===== src/sv/lz78c_ram.sv =====
module lz78c_ram #(
  parameter int WIDTH = 8,
  parameter int DEPTH = 16
) (
  input  logic                     clk,
  input  logic                     we,
  input  logic [$clog2(DEPTH)-1:0] waddr,
  input  logic [WIDTH-1:0]         wdata,
  input  logic [$clog2(DEPTH)-1:0] raddr,
  output logic [WIDTH-1:0]         rdata
);

  logic [WIDTH-1:0] mem [DEPTH];

  always_ff @(posedge clk) begin
    if (we) begin
      mem[waddr] <= wdata;
    end
    rdata <= mem[raddr];
  end

endmodule


===== config.mk =====
export PLATFORM = sky130hd
export DESIGN_NAME = lz78c_ram
export DESIGN_NICKNAME = d
export VERILOG_FILES = /design/src/sv/lz78c_ram.sv
export SDC_FILE = /design/constraint.sdc
export NUM_CORES = 1
export LEC_CHECK = 0
export BUFFER_PORTS_ARGS = -buffer_cell sky130_fd_sc_hd__clkbuf_2
export CORE_ASPECT_RATIO = 0.6
export CORE_MARGIN = 1
export CORE_UTILIZATION = 55
export CTS_CLUSTER_DIAMETER = 120
export DETAILED_ROUTE_END_ITERATION = 6
export GPL_TIMING_DRIVEN = 0
export PLACE_DENSITY = 0.73
export SYNTH_ARGS = -nofsm -noshare
export SYNTH_HDL_FRONTEND = slang
export SYNTH_SLANG_ARGS = --single-unit

===== constraint.sdc =====
create_clock -name clk -period 1.9 [get_ports clk]
set_input_delay 0.19 -clock clk [delete_from_list [all_inputs] [get_ports clk]]
set_output_delay 0.19 -clock clk [all_outputs]
set_load 0.05 [all_outputs]

==> qor.yml <==
outcome:
  outcome: "finished clean"
worst_hold_path:
  min_path_type: "in2reg"
  min_to: "mem[10][5]"
  hold_depth: 1
  hold_start: "wdata[5]"
worst_setup_path:
  required_ns: 1.93
  crit_slowest_cell: "nor2_1"
  arrival_ns: 1.61
  worst_setup_path_end_kind: "register"
  timing.rr.start: "mem[11][7]"
  r2r_cells: 3
  r2r-end: "rdata[7]"
  crit_type: "in2reg"
  startpoint: "waddr[2]"
  critPathLaunchType: "primary input"
  cp_max_fo: 8
  crit_path_cell_trace: "clkbuf_2, or3b_2, nor2_1"
  r2r_slack_ns: 0.54
  slowest_delay_ns: 0.79
floorplan:
  start_util_pct: 58.6
  die_h_um: 76.9
  die_x_um: 127
  dieArea_um2: 9760
  num_io_pins: 26
  core-area_um2: 8780
  rows: 26
grt:
  grt_pass1_wl_um: 15000
  gr-total-overflow: 0
  grt_max_degree: 17
  globalRouteTotalUtil_pct: 22.9
  antenna_found_initial: 0
  first_global_vias: 2508
cells_and_area:
  finish.instance_area_um2: 6120
  fin_util_pct: 69.7
  area_growth_pct: 18.9
  final_cells: 397
  mostFrequentLayoutCell: "edfxtp_1"
  drive_gt1_share_pct: 30.9
  nNetsFinal: 290
  mostFrequentLayoutCells: "edfxtp_1, clkbuf_2, mux4_2"
  fillers: 553
  antenna_cells: 0
route:
  drcViolationCount: 0
  first_iter_violations: 276
  dr_total_vias: 2430
  postRouteWirelength_um: 9780
  ant_nets: 0
  routed_via_density: 6.12
  wire_per_inst_um: 24.6
  drt_pass1_iterations: 4
synthesis:
  ys_seq_elements: 136
  syn_inst: 229
  synth_area_per_cell_um2: 22.5
  yosysSeqAreaShare_pct: 77.8
  syn_area_um2: 5150
  yosysWarnings: 0
  syn_nets: 247
  synth_cell_types: 19
power_and_ir_drop:
  ir_drop_uv: 790
  powerDensity_nw_per_um2: 1240
  power_frac_comb_pct: 5.0
  power.internal_mw: 6.09
  p_seq_share_pct: 44.4
  p_total_mw: 7.60
  netSwitchingPower_mw: 1.51
  p_sw_share_pct: 19.9
  p_leak_nw: 2.08
  p_clk_share_pct: 50.7
cts:
  cts_root_buf: "clkbuf_16"
  path_clk_slew_ns: 0.06
  postCtsSetupBuffers: 0
  max-clock-path-buffers: 2
  cts.sink_count: 136
  cts_made_buffers: 17
  insertion_delay_ns: 0.41
  cts_tree: "built"
  htree_levels: 4
place:
  post-dp-hpwl_um: 6210
  dpl_worst_slack_ns: -0.469
  gp_congestion: 0.751
  dpl-instance-area_um2: 5410
  dp.cells: 365
  io_buffers: 24
timing:
  fmax_mhz: 632
  fin_tns_setup_ns: 0
  hold_violations: 0
  finalCriticalPeriod_ns: 1.58
  report.final.slew_viol_count: 0
  min_period_over_period_pct: 83.3
  max-slew-margin-rel_pct: 11.7
  setup_ws_ns: 0.318
  setup_violations: 0
  holdWs_ns: 0.206
  worst_pin_slew_ns: 1.31
  finalClockSkew_ns: 0.00488
  rsz0062_at_grt: "no"
flow_run:
  maxCapViolCount: 0
## layer usage
layer | vias up | global-route usage [%] | routed length [um]
met5 | - | 0 | 0
met4 | 0 | 7.50 | 73
met3 | 7 | 7.33 | 772
met2 | 99 | 30.7 | 4350
met1 | 1259 | 35.8 | 4580
li1 | 1065 | - | -
## power by group through the flow
stage	Sequential, mW	Combinational, mW	Clock, mW
3_5_place_dp	3.43	0.377	0
2_1_floorplan	3.50	0.170	0
3_3_place_gp	3.43	0.370	0
6_report	3.37	0.378	3.85
5_1_grt	3.38	0.406	4.00
4_1_cts	3.37	0.380	3.88
## final cells by class
| class | instances | area (um^2) | area share, % |
|---|---|---|---|
| tap | 112 | 140 | 2.29 |
| sequential | 136 | 4000 | 65.4 |
| buffer | 10 | 86.3 | 1.41 |
| timing repair buffer | 24 | 120 | 1.96 |
| multi-input combinational | 83 | 1070 | 17.5 |
| clock buffer | 17 | 425 | 6.95 |
| clock inverter | 15 | 274 | 4.48 |
## worst max-delay path, delay by kind of cell
family | cells | cell delay (ns)
simple gates | 2 | 1.31
buf+inv | 1 | 0.10
## Yosys cell counts (all sizes together)
| master | n | area, um^2 |
|---|---|---|
| and2b | 1 | 7.51 |
| and2 | 1 | 6.26 |
| dfxtp | 8 | 160 |
| nor2b | 1 | 6.26 |
| a22oi | 16 | 120 |
| or3b | 1 | 8.76 |
| nand3b | 2 | 15.0 |
| nand2b | 2 | 12.5 |
| nor2 | 13 | 48.8 |
| edfxtp | 128 | 3840 |
| nor3 | 4 | 20.0 |
| mux4 | 32 | 773 |
| nand2 | 9 | 33.8 |
| nand3 | 1 | 5.00 |
| clkdlybuf4s25 | 3 | 30.0 |
| buf | 7 | 56.3 |
## logic make-up (layout without fill, tap and decap cells)
group	Yosys count	count (layout)	synth area share, %
compound gates	16	16	2.33
buf+inv	10	66	1.68
flops	136	136	77.8
mux	32	32	15.0
simple gates	35	35	3.18
## repair_timing
| item | in CTS | in global routing |
|---|---|---|
| resized for setup | 1 | 0 |
| endpoints found under the setup margin | 8 | 0 |
| hold buffers | 0 | 0 |
## sequential cells by signal (all words and copies together), names as in the netlist
register	cells
rdata	8
mem	128
## worst max-delay path by stage
stage,slack [ns],end,cells after the start
detailed placement,-0.47,mem[0][3],3
finish,0.32,mem[1][3],3
global route,0.25,mem[3][1],3
CTS,0.30,mem[4][2],3
floorplan,0.22,mem[0][0],2
global placement,-0.41,mem[0][0],3
(Power assumes the default switching activity.)
